$ cat config.mk
export PLATFORM = sky130hd
export DESIGN_NAME = external_interrupt_edge_controller_core_flat
export DESIGN_NICKNAME = d
export VERILOG_FILES = /design/src/design/eiec_pkg.sv /design/src/design/eiec_in_if.sv /design/src/design/eiec_out_if.sv /design/src/design/eiec_line_mux.sv /design/src/design/eiec_edge_logic.sv /design/src/design/external_interrupt_edge_controller_core.sv /design/src/flat_wrapper.sv
export SDC_FILE = /design/constraint.sdc
export NUM_CORES = 1
export LEC_CHECK = 0
export BUFFER_PORTS_ARGS = -buffer_cell sky130_fd_sc_hd__clkbuf_2
export CAP_MARGIN = 20
export CORE_ASPECT_RATIO = 1.4
export CORE_UTILIZATION = 60
export DETAILED_ROUTE_END_ITERATION = 16
export MAX_ROUTING_LAYER = met4
export PLACE_DENSITY = 0.84
export SLEW_MARGIN = 20
export SYNTH_ARGS = -nofsm -noshare
export SYNTH_HDL_FRONTEND = slang
export SYNTH_SLANG_ARGS = --single-unit
$ cat constraint.sdc
create_clock -name clk_i -period 8.7 [get_ports clk_i]
set_clock_uncertainty 0.15 [all_clocks]
set_input_delay 1.305 -clock clk_i [delete_from_list [all_inputs] [get_ports clk_i]]
set_output_delay 1.305 -clock clk_i [all_outputs]
set_load 0.02 [all_outputs]
$ cat src/design/eiec_pkg.sv
package eiec_pkg;

  localparam int unsigned LINE_COUNT = 16;
  localparam int unsigned PORT_COUNT = 5;

  localparam int unsigned LINE_W     = 16;
  localparam int unsigned PORT_SEL_W = 3;
  localparam int unsigned PSEL_W     = LINE_W * PORT_SEL_W;
  localparam int unsigned IRQ_W      = 7;

  // lines 0-4 have an irq each, 5-9 and 10-15 share one
  localparam int unsigned SINGLE_IRQS = 5;
  localparam int unsigned GRP1_LO     = 5;
  localparam int unsigned GRP1_HI     = 9;
  localparam int unsigned GRP2_LO     = 10;
  localparam int unsigned GRP2_HI     = 15;
  localparam int unsigned GRP1_IRQ    = 5;
  localparam int unsigned GRP2_IRQ    = 6;

  localparam logic [LINE_W-1:0] LIVE_MASK =
    LINE_W'((33'h1 << LINE_COUNT) - 33'h1);

  typedef enum logic [1:0] {
    OP_SAMPLE  = 2'd0,
    OP_CLEAR   = 2'd1,
    OP_TRIGGER = 2'd2
  } opcode_e;

  typedef logic [PORT_SEL_W-1:0] port_sel_t;
  localparam port_sel_t PORT_A = 3'd0;
  localparam port_sel_t PORT_B = 3'd1;
  localparam port_sel_t PORT_C = 3'd2;
  localparam port_sel_t PORT_D = 3'd3;
  localparam port_sel_t PORT_E = 3'd4;

  localparam int unsigned CFG_IDX_W  = 3;
  localparam int unsigned CFG_DATA_W = PSEL_W;
  localparam logic [CFG_IDX_W-1:0] CFG_RISING     = 3'd0;
  localparam logic [CFG_IDX_W-1:0] CFG_FALLING    = 3'd1;
  localparam logic [CFG_IDX_W-1:0] CFG_IRQ_MASK   = 3'd2;
  localparam logic [CFG_IDX_W-1:0] CFG_EVENT_MASK = 3'd3;
  localparam logic [CFG_IDX_W-1:0] CFG_PORT_SEL   = 3'd4;

  typedef struct packed {
    logic [LINE_W-1:0] rising;
    logic [LINE_W-1:0] falling;
    logic [LINE_W-1:0] irq_mask;
    logic [LINE_W-1:0] event_mask;
  } cfg_t;

  typedef struct packed {
    logic [LINE_W-1:0] pending;
    logic [IRQ_W-1:0]  irq;
    logic [LINE_W-1:0] events;
  } result_t;

endpackage

$ cat src/design/eiec_in_if.sv
interface eiec_in_if;
  logic        valid;
  logic        ready;
  logic [1:0]  opcode;
  logic [15:0] port_a_pins;
  logic [15:0] port_b_pins;
  logic [15:0] port_c_pins;
  logic [15:0] port_d_pins;
  logic [15:0] port_e_pins;
  logic [15:0] write_data;

  modport source (
    output valid, opcode, port_a_pins, port_b_pins, port_c_pins, port_d_pins,
           port_e_pins, write_data,
    input  ready
  );

  modport sink (
    input  valid, opcode, port_a_pins, port_b_pins, port_c_pins, port_d_pins,
           port_e_pins, write_data,
    output ready
  );
endinterface

$ cat src/design/eiec_out_if.sv
interface eiec_out_if;
  logic        valid;
  logic        ready;
  logic [15:0] pending_bits;
  logic [6:0]  irq_lines;
  logic [15:0] event_pulses;

  modport source (
    output valid, pending_bits, irq_lines, event_pulses,
    input  ready
  );

  modport sink (
    input  valid, pending_bits, irq_lines, event_pulses,
    output ready
  );
endinterface

$ cat src/design/eiec_line_mux.sv
module eiec_line_mux (
  input  logic [eiec_pkg::LINE_W-1:0] port_a_i,
  input  logic [eiec_pkg::LINE_W-1:0] port_b_i,
  input  logic [eiec_pkg::LINE_W-1:0] port_c_i,
  input  logic [eiec_pkg::LINE_W-1:0] port_d_i,
  input  logic [eiec_pkg::LINE_W-1:0] port_e_i,
  input  logic [eiec_pkg::PSEL_W-1:0] port_select_i,
  output logic [eiec_pkg::LINE_W-1:0] levels_o
);

  for (genvar l = 0; l < eiec_pkg::LINE_W; l++) begin : g_line
    eiec_pkg::port_sel_t sel;
    eiec_pkg::port_sel_t sel_ok;
    logic                lvl;

    assign sel = port_select_i[l*eiec_pkg::PORT_SEL_W +: eiec_pkg::PORT_SEL_W];
    // a select past the last port falls back to port a
    assign sel_ok = (32'(sel) < eiec_pkg::PORT_COUNT) ? sel : eiec_pkg::PORT_A;

    always_comb begin
      unique case (sel_ok)
        eiec_pkg::PORT_A: lvl = port_a_i[l];
        eiec_pkg::PORT_B: lvl = port_b_i[l];
        eiec_pkg::PORT_C: lvl = port_c_i[l];
        eiec_pkg::PORT_D: lvl = port_d_i[l];
        eiec_pkg::PORT_E: lvl = port_e_i[l];
        default:          lvl = port_a_i[l];
      endcase
    end

    assign levels_o[l] = lvl;
  end

endmodule

$ cat src/design/eiec_edge_logic.sv
module eiec_edge_logic (
  input  logic                        clk_i,
  input  logic                        rst_ni,
  input  logic                        advance_i,
  input  logic [1:0]                  opcode_i,
  input  logic [eiec_pkg::LINE_W-1:0] levels_i,
  input  logic [eiec_pkg::LINE_W-1:0] data_i,
  input  eiec_pkg::cfg_t              cfg_i,
  output eiec_pkg::result_t           res_o
);

  logic [eiec_pkg::LINE_W-1:0] prev_q, prev_d;
  logic [eiec_pkg::LINE_W-1:0] pend_q, pend_d;
  logic [eiec_pkg::LINE_W-1:0] data, rise, fall, edges, events, active;

  always_comb begin
    data   = data_i & eiec_pkg::LIVE_MASK;
    rise   = levels_i & ~prev_q & cfg_i.rising;
    fall   = ~levels_i & prev_q & cfg_i.falling;
    edges  = (rise | fall) & eiec_pkg::LIVE_MASK;
    prev_d = prev_q;
    pend_d = pend_q;
    events = '0;
    unique case (eiec_pkg::opcode_e'(opcode_i))
      eiec_pkg::OP_SAMPLE: begin
        pend_d = pend_q | edges;
        events = edges & cfg_i.event_mask;
        prev_d = levels_i;
      end
      eiec_pkg::OP_CLEAR:   pend_d = pend_q & ~data;
      eiec_pkg::OP_TRIGGER: pend_d = pend_q | data;
      default: ;
    endcase
    active = pend_d & cfg_i.irq_mask;
  end

  assign res_o.pending = pend_d;
  assign res_o.events  = events;
  assign res_o.irq[eiec_pkg::SINGLE_IRQS-1:0] = active[eiec_pkg::SINGLE_IRQS-1:0];
  assign res_o.irq[eiec_pkg::GRP1_IRQ] = |active[eiec_pkg::GRP1_HI:eiec_pkg::GRP1_LO];
  assign res_o.irq[eiec_pkg::GRP2_IRQ] = |active[eiec_pkg::GRP2_HI:eiec_pkg::GRP2_LO];

  always_ff @(posedge clk_i or negedge rst_ni) begin
    if (!rst_ni) begin
      prev_q <= '0;
      pend_q <= '0;
    end else if (advance_i) begin
      prev_q <= prev_d;
      pend_q <= pend_d;
    end
  end

endmodule

$ cat src/design/external_interrupt_edge_controller_core.sv
// path: an accepted transaction waits in the input register and moves to the result register when that is free
// throughput: one transaction per cycle while the result side is ready; with the result stalled
// one more transaction fits in the input register, then the input stalls until the result is taken
// reset: rst_ni is asynchronous, active low; clears all config registers, the previous
// levels, the pending register and both valid flags
module external_interrupt_edge_controller_core (
  input  logic                             clk_i,
  input  logic                             rst_ni,
  input  logic                             cfg_we_i,
  input  logic [eiec_pkg::CFG_IDX_W-1:0]   cfg_idx_i,
  input  logic [eiec_pkg::CFG_DATA_W-1:0]  cfg_wdata_i,
  eiec_in_if.sink                          sample_i,
  eiec_out_if.source                       result_o
);

  // config registers
  eiec_pkg::cfg_t              cfg_q;
  logic [eiec_pkg::PSEL_W-1:0] psel_q;

  // input register stage
  logic                        s1_valid_q;
  logic [1:0]                  s1_op_q;
  logic [eiec_pkg::LINE_W-1:0] s1_pa_q, s1_pb_q, s1_pc_q, s1_pd_q, s1_pe_q;
  logic [eiec_pkg::LINE_W-1:0] s1_data_q;

  // result register stage
  logic                        out_valid_q;
  eiec_pkg::result_t           out_q;

  logic                        out_free, s1_adv, accept;
  logic [eiec_pkg::LINE_W-1:0] levels;
  eiec_pkg::result_t           res;

  // result register can take a new value when empty or being drained
  assign out_free = !out_valid_q || result_o.ready;
  assign s1_adv   = s1_valid_q && out_free;
  assign sample_i.ready = !s1_valid_q || out_free;
  assign accept   = sample_i.valid && sample_i.ready;

  // config write port, writes past the last register are dropped
  always_ff @(posedge clk_i or negedge rst_ni) begin
    if (!rst_ni) begin
      cfg_q  <= '0;
      psel_q <= '0;
    end else if (cfg_we_i) begin
      unique case (cfg_idx_i)
        eiec_pkg::CFG_RISING:     cfg_q.rising     <= cfg_wdata_i[eiec_pkg::LINE_W-1:0];
        eiec_pkg::CFG_FALLING:    cfg_q.falling    <= cfg_wdata_i[eiec_pkg::LINE_W-1:0];
        eiec_pkg::CFG_IRQ_MASK:   cfg_q.irq_mask   <= cfg_wdata_i[eiec_pkg::LINE_W-1:0];
        eiec_pkg::CFG_EVENT_MASK: cfg_q.event_mask <= cfg_wdata_i[eiec_pkg::LINE_W-1:0];
        eiec_pkg::CFG_PORT_SEL:   psel_q           <= cfg_wdata_i[eiec_pkg::PSEL_W-1:0];
        default: ;
      endcase
    end
  end

  // valid flags
  always_ff @(posedge clk_i or negedge rst_ni) begin
    if (!rst_ni) begin
      s1_valid_q  <= 1'b0;
      out_valid_q <= 1'b0;
    end else begin
      if (accept) begin
        s1_valid_q <= 1'b1;
      end else if (s1_adv) begin
        s1_valid_q <= 1'b0;
      end
      if (s1_adv) begin
        out_valid_q <= 1'b1;
      end else if (result_o.ready) begin
        out_valid_q <= 1'b0;
      end
    end
  end

  // payload registers, no reset needed
  always_ff @(posedge clk_i) begin
    if (accept) begin
      s1_op_q   <= sample_i.opcode;
      s1_pa_q   <= sample_i.port_a_pins;
      s1_pb_q   <= sample_i.port_b_pins;
      s1_pc_q   <= sample_i.port_c_pins;
      s1_pd_q   <= sample_i.port_d_pins;
      s1_pe_q   <= sample_i.port_e_pins;
      s1_data_q <= sample_i.write_data;
    end
    if (s1_adv) begin
      out_q <= res;
    end
  end

  // per-line port selection
  eiec_line_mux u_line_mux (
    .port_a_i      (s1_pa_q),
    .port_b_i      (s1_pb_q),
    .port_c_i      (s1_pc_q),
    .port_d_i      (s1_pd_q),
    .port_e_i      (s1_pe_q),
    .port_select_i (psel_q),
    .levels_o      (levels)
  );

  // edge detect, pending update and irq grouping; state moves on s1_adv
  eiec_edge_logic u_edge_logic (
    .clk_i     (clk_i),
    .rst_ni    (rst_ni),
    .advance_i (s1_adv),
    .opcode_i  (s1_op_q),
    .levels_i  (levels),
    .data_i    (s1_data_q),
    .cfg_i     (cfg_q),
    .res_o     (res)
  );

  assign result_o.valid        = out_valid_q;
  assign result_o.pending_bits = out_q.pending;
  assign result_o.irq_lines    = out_q.irq;
  assign result_o.event_pulses = out_q.events;

  // both stages full and result stalled: no new transaction may enter
  a_full_stall: assert property (@(posedge clk_i) disable iff (!rst_ni)
    s1_valid_q && out_valid_q && !result_o.ready |-> !sample_i.ready)
    else $error("input accepted while both stages are blocked");

  // every event pulse must also be pending in the same result
  a_event_pending: assert property (@(posedge clk_i) disable iff (!rst_ni)
    out_valid_q |-> ((out_q.events & ~out_q.pending) == '0))
    else $error("event pulse without pending bit");

  // a clear transaction leaves none of its lines pending
  a_clear_done: assert property (@(posedge clk_i) disable iff (!rst_ni)
    s1_adv && (s1_op_q == eiec_pkg::OP_CLEAR)
    |=> ((out_q.pending & $past(s1_data_q & eiec_pkg::LIVE_MASK)) == '0))
    else $error("cleared line still pending");

endmodule

$ cat src/flat_wrapper.sv
// flat-port wrapper written by rule: the top's interface ports become plain ports
module external_interrupt_edge_controller_core_flat 
  (clk_i, rst_ni, cfg_we_i, cfg_idx_i, cfg_wdata_i, sample_i_valid, sample_i_opcode, sample_i_port_a_pins, sample_i_port_b_pins, sample_i_port_c_pins, sample_i_port_d_pins, sample_i_port_e_pins, sample_i_write_data, sample_i_ready, result_o_valid, result_o_pending_bits, result_o_irq_lines, result_o_event_pulses, result_o_ready);
  eiec_in_if sample_i_i ();
  eiec_out_if result_o_i ();
  input  logic clk_i;
  input  logic rst_ni;
  input  logic cfg_we_i;
  input  logic [eiec_pkg::CFG_IDX_W-1:0] cfg_idx_i;
  input  logic [eiec_pkg::CFG_DATA_W-1:0] cfg_wdata_i;
  input wire logic [$bits(sample_i_i.valid)-1:0] sample_i_valid;
  input wire logic [$bits(sample_i_i.opcode)-1:0] sample_i_opcode;
  input wire logic [$bits(sample_i_i.port_a_pins)-1:0] sample_i_port_a_pins;
  input wire logic [$bits(sample_i_i.port_b_pins)-1:0] sample_i_port_b_pins;
  input wire logic [$bits(sample_i_i.port_c_pins)-1:0] sample_i_port_c_pins;
  input wire logic [$bits(sample_i_i.port_d_pins)-1:0] sample_i_port_d_pins;
  input wire logic [$bits(sample_i_i.port_e_pins)-1:0] sample_i_port_e_pins;
  input wire logic [$bits(sample_i_i.write_data)-1:0] sample_i_write_data;
  output wire logic [$bits(sample_i_i.ready)-1:0] sample_i_ready;
  output wire logic [$bits(result_o_i.valid)-1:0] result_o_valid;
  output wire logic [$bits(result_o_i.pending_bits)-1:0] result_o_pending_bits;
  output wire logic [$bits(result_o_i.irq_lines)-1:0] result_o_irq_lines;
  output wire logic [$bits(result_o_i.event_pulses)-1:0] result_o_event_pulses;
  input wire logic [$bits(result_o_i.ready)-1:0] result_o_ready;
  assign sample_i_i.valid = sample_i_valid;
  assign sample_i_i.opcode = sample_i_opcode;
  assign sample_i_i.port_a_pins = sample_i_port_a_pins;
  assign sample_i_i.port_b_pins = sample_i_port_b_pins;
  assign sample_i_i.port_c_pins = sample_i_port_c_pins;
  assign sample_i_i.port_d_pins = sample_i_port_d_pins;
  assign sample_i_i.port_e_pins = sample_i_port_e_pins;
  assign sample_i_i.write_data = sample_i_write_data;
  assign sample_i_ready = sample_i_i.ready;
  assign result_o_valid = result_o_i.valid;
  assign result_o_pending_bits = result_o_i.pending_bits;
  assign result_o_irq_lines = result_o_i.irq_lines;
  assign result_o_event_pulses = result_o_i.event_pulses;
  assign result_o_i.ready = result_o_ready;
  external_interrupt_edge_controller_core u_core (.clk_i(clk_i), .rst_ni(rst_ni), .cfg_we_i(cfg_we_i), .cfg_idx_i(cfg_idx_i), .cfg_wdata_i(cfg_wdata_i), .sample_i(sample_i_i), .result_o(result_o_i));
endmodule
==> impl_metrics.py <==
metrics = {
    "synthesis": {
        "syn_avg_cell_area_um2": 15.48,
        "synth_compound_area_share_pct": 6.857,
        "syn_inst": 738,
        "synth.most_common_cell": "dfrtp_1",
        "synth_common_cells": "dfrtp_1 (146), edfxtp_1 (137), mux2_2 (133)",
        "synth_edf_count": 137,
        "synthFlopType": "dfrtp_1",
        "syn-cell-area_mm2": 0.01142,
        "synth_adder_area_share_pct": 0,
        "async_flop_share_pct": 51.59,
        "ys_types": 52,
        "yosys.area.top_type": "edfxtp_1",
        "ys_seq_elements": 283,
        "synth_xor_area_share_pct": 0,
        "synthSimpleGateAreaFrac_pct": 6.364,
        "yosys-top-cells-area": "edfxtp_1 (36%), dfrtp_1 (32%), mux2_2 (13%)",
        "synth.top_cell.area_share_pct": 36.01,
        "muxShareOfSynthArea_pct": 17.36,
        "ys_seq_area_share_pct": 68.00,
        "ys_warn_count": 0,
        "synth_top_family_by_area": "multiplexers",
        "synth_fp_nets": 892,
    },
    "floorplanning": {
        "io-pin-count": 195,
        "rows": 59,
        "die_x_um": 118.6,
        "chipHeight_um": 165.3,
        "core-area_mm2": 0.01860,
        "start_util_pct": 61.41,
        "dieArea_mm2": 0.01960,
    },
    "global_route": {
        "grt_max_degree": 85,
        "grt_pass1_vias": 7343,
        "antenna_found_initial": 0,
        "grt-ovfl-total": 0,
        "grt_pass1_wl_mm": 37.22,
        "track_usage_pct": 25.68,
    },
    "status": {
        "status": "completed",
    },
    "cells_and_area": {
        "antenna_cells": 0,
        "nNetsFinal": 1102,
        "fillCellCount": 1222,
        "layout-drive-gt1-share_pct": 42.98,
        "areaGrowthSynthToFinish_pct": 19.17,
    },
    "route": {
        "ant_nets": 0,
        "detail_route.wirelength_mm": 23.61,
        "drcViolationCount": 0,
        "post_drt_wl_per_cell_um": 19.48,
        "firstDrtPassIters": 7,
        "via_per_inst": 5.822,
        "drtIter0Drc": 493,
        "vias": 7056,
    },
    "clock_network": {
        "clockRootBuffer": "clkbuf_16",
        "ctsLongestPathBuffers": 3,
        "cts_sinks": 283,
        "numCtsBuffers": 26,
        "holdBufCountCts": 0,
        "cts_tree": "done",
        "clk_pin_slew_worst_paths_ns": 0.06,
        "clk_latency_ns": 0.53,
        "cts_resized": 0,
        "htree_levels": 1,
        "cts_setup_buffers": 0,
    },
    "critical_path": {
        "end_kind": "output pin",
        "startpoint_type": "input port",
        "cp_max_fo": 3,
        "r2r_cells": 7,
        "crit_type": "in -> out",
        "cp.required_ns": 7.24,
        "cp.arrival_ns": 1.76,
    },
    "sta": {
        "max_slew_margin_pct": 27.56,
        "fin_crit_ns": 3.217,
        "hold_violations": 0,
        "setup_viol": 0,
        "tightest_slew_ns": 1.084,
        "setup_tns_ns": 0,
        "grt_setup_unrepaired": "no",
        "period_share_pct": 36.98,
        "slew_viol_final": 0,
        "fmaxAchievable_mhz": 310.9,
        "whs_ns": 0.3331,
    },
    "placed_design": {
        "numPortBuffers": 194,
        "dp_hpwl_mm": 16.04,
        "gp_congestion": 0.7931,
    },
    "power_and_ir_drop": {
        "ir_drop_uv": 189.9,
        "leakagePower_uw": 0.005775,
        "cellPowerDensity_mw_per_mm2": 267.2,
    },
    "min_path": {
        "hold_path_class": "reg -> reg",
        "hold_depth": 1,
    },
    "run": {
        "cap_viol_max_count": 0,
    },
}
area by class of cell:
class                   instances  area (um2)  area share (%)
inverters                      18       67.56          0.4963
clock inverters                15       152.6           1.121
flip-flops and latches        283        7767           57.06
clock buffers                  33       739.5           5.432
well taps                     244       305.3           2.243
multi-input cells             416        3512           25.80
repair buffers                203        1069           7.849
cells by family (layout without fill, tap and decap cells):
group | Yosys count | after routing
mux | 161 | 161
compound gates | 113 | 113
flops | 283 | 283
buf+inv | 39 | 269
simple gates | 142 | 142
critical path: stages:
cell,delay (ns)
clkbuf_2,0.08
nand3b_1,0.19
clkbuf_2,0.18
registers in the layout, indices dropped and copies added (netlist names), 7 cells and up:
signal                        cells
u_core.cfg_q                     64
u_core.psel_q                    48
u_core.result_o.event_pulses     16
u_core.result_o.irq_lines         7
u_core.result_o.pending_bits     16
u_core.s1_data_q                 16
u_core.s1_pa_q                   16
u_core.s1_pb_q                   16
u_core.s1_pc_q                   16
u_core.s1_pd_q                   16
u_core.s1_pe_q                   16
u_core.u_edge_logic.pend_q       16
u_core.u_edge_logic.prev_q       16
worst paths after layout:
path | startpoint | to | slack [ns]
setup / recovery | result_o_ready | sample_i_ready | 5.48
hold / removal | u_core.s1_valid_q | u_core.result_o.valid | 0.33
setup reg to reg | u_core.s1_op_q[1] | u_core.result_o.irq_lines[6] | 6.14
hold reg to reg | u_core.s1_valid_q | u_core.result_o.valid | 0.33
max in group asynchronous | rst_ni | u_core.psel_q[2] | 6.61
min in group asynchronous | rst_ni | u_core.psel_q[31] | 0.62
where the power goes:
part / internal [uW] / total, uW / switching [uW]
sequential: 1670 / 1830 / 163
combinational: 328 / 636 / 308
clock: 691 / 1170 / 478
layout by cell type, fill, tap and decap left out, types with 4 or more instances in the layout:
| cell type | n |
|---|---|
| clkinv_2 | 9 |
| o21ai_0 | 29 |
| nor2_1 | 23 |
| and2_1 | 18 |
| or2_2 | 5 |
| dfrtp_1 | 146 |
| nor4_1 | 5 |
| nor3b_1 | 4 |
| nand3b_1 | 6 |
| edfxtp_1 | 137 |
| o211a_1 | 6 |
| nand2b_1 | 7 |
| o21a_1 | 7 |
| o311a_1 | 6 |
| nand3_1 | 11 |
| clkbuf_2 | 193 |
| inv_1 | 18 |
| buf_4 | 7 |
| clkbuf_16 | 28 |
| nand2_1 | 44 |
| mux2i_1 | 11 |
| o21bai_1 | 6 |
| mux2_2 | 133 |
| a21oi_1 | 30 |
| o31ai_1 | 6 |
| mux4_2 | 16 |
metal layers:
metal  GRT usage (%)  wire, um  vias up  share of wire (%)
li1                -         -     3189                  -
met1           29.87      8970     3525                 38
met2           44.10     12290      266                 52
met3           4.121      1349       76                5.7
met4           12.03      1000        0                4.2
met5               -         0        -                  0
stage by stage:
| stage | setup WS (ns) | utilization (%) | instances | total power [uW] | instance area, um2 |
|---|---|---|---|---|---|
| final | 5.483 | 73.18 | 1212 | 3638 | 13610 |
| after global routing | 5.454 | 73.18 | 1212 | 3792 | 13610 |
| after CTS | 5.365 | 73.01 | 1211 | 3654 | 13580 |
| after detailed placement | 4.836 | 68.21 | 1163 | 2483 | 12690 |
| after global placement | 4.880 | 68.21 | 1163 | 2439 | 12690 |
| after floorplan | 4.207 | - | 738 | 2264 | 11420 |
(Power assumes the default switching activity.)
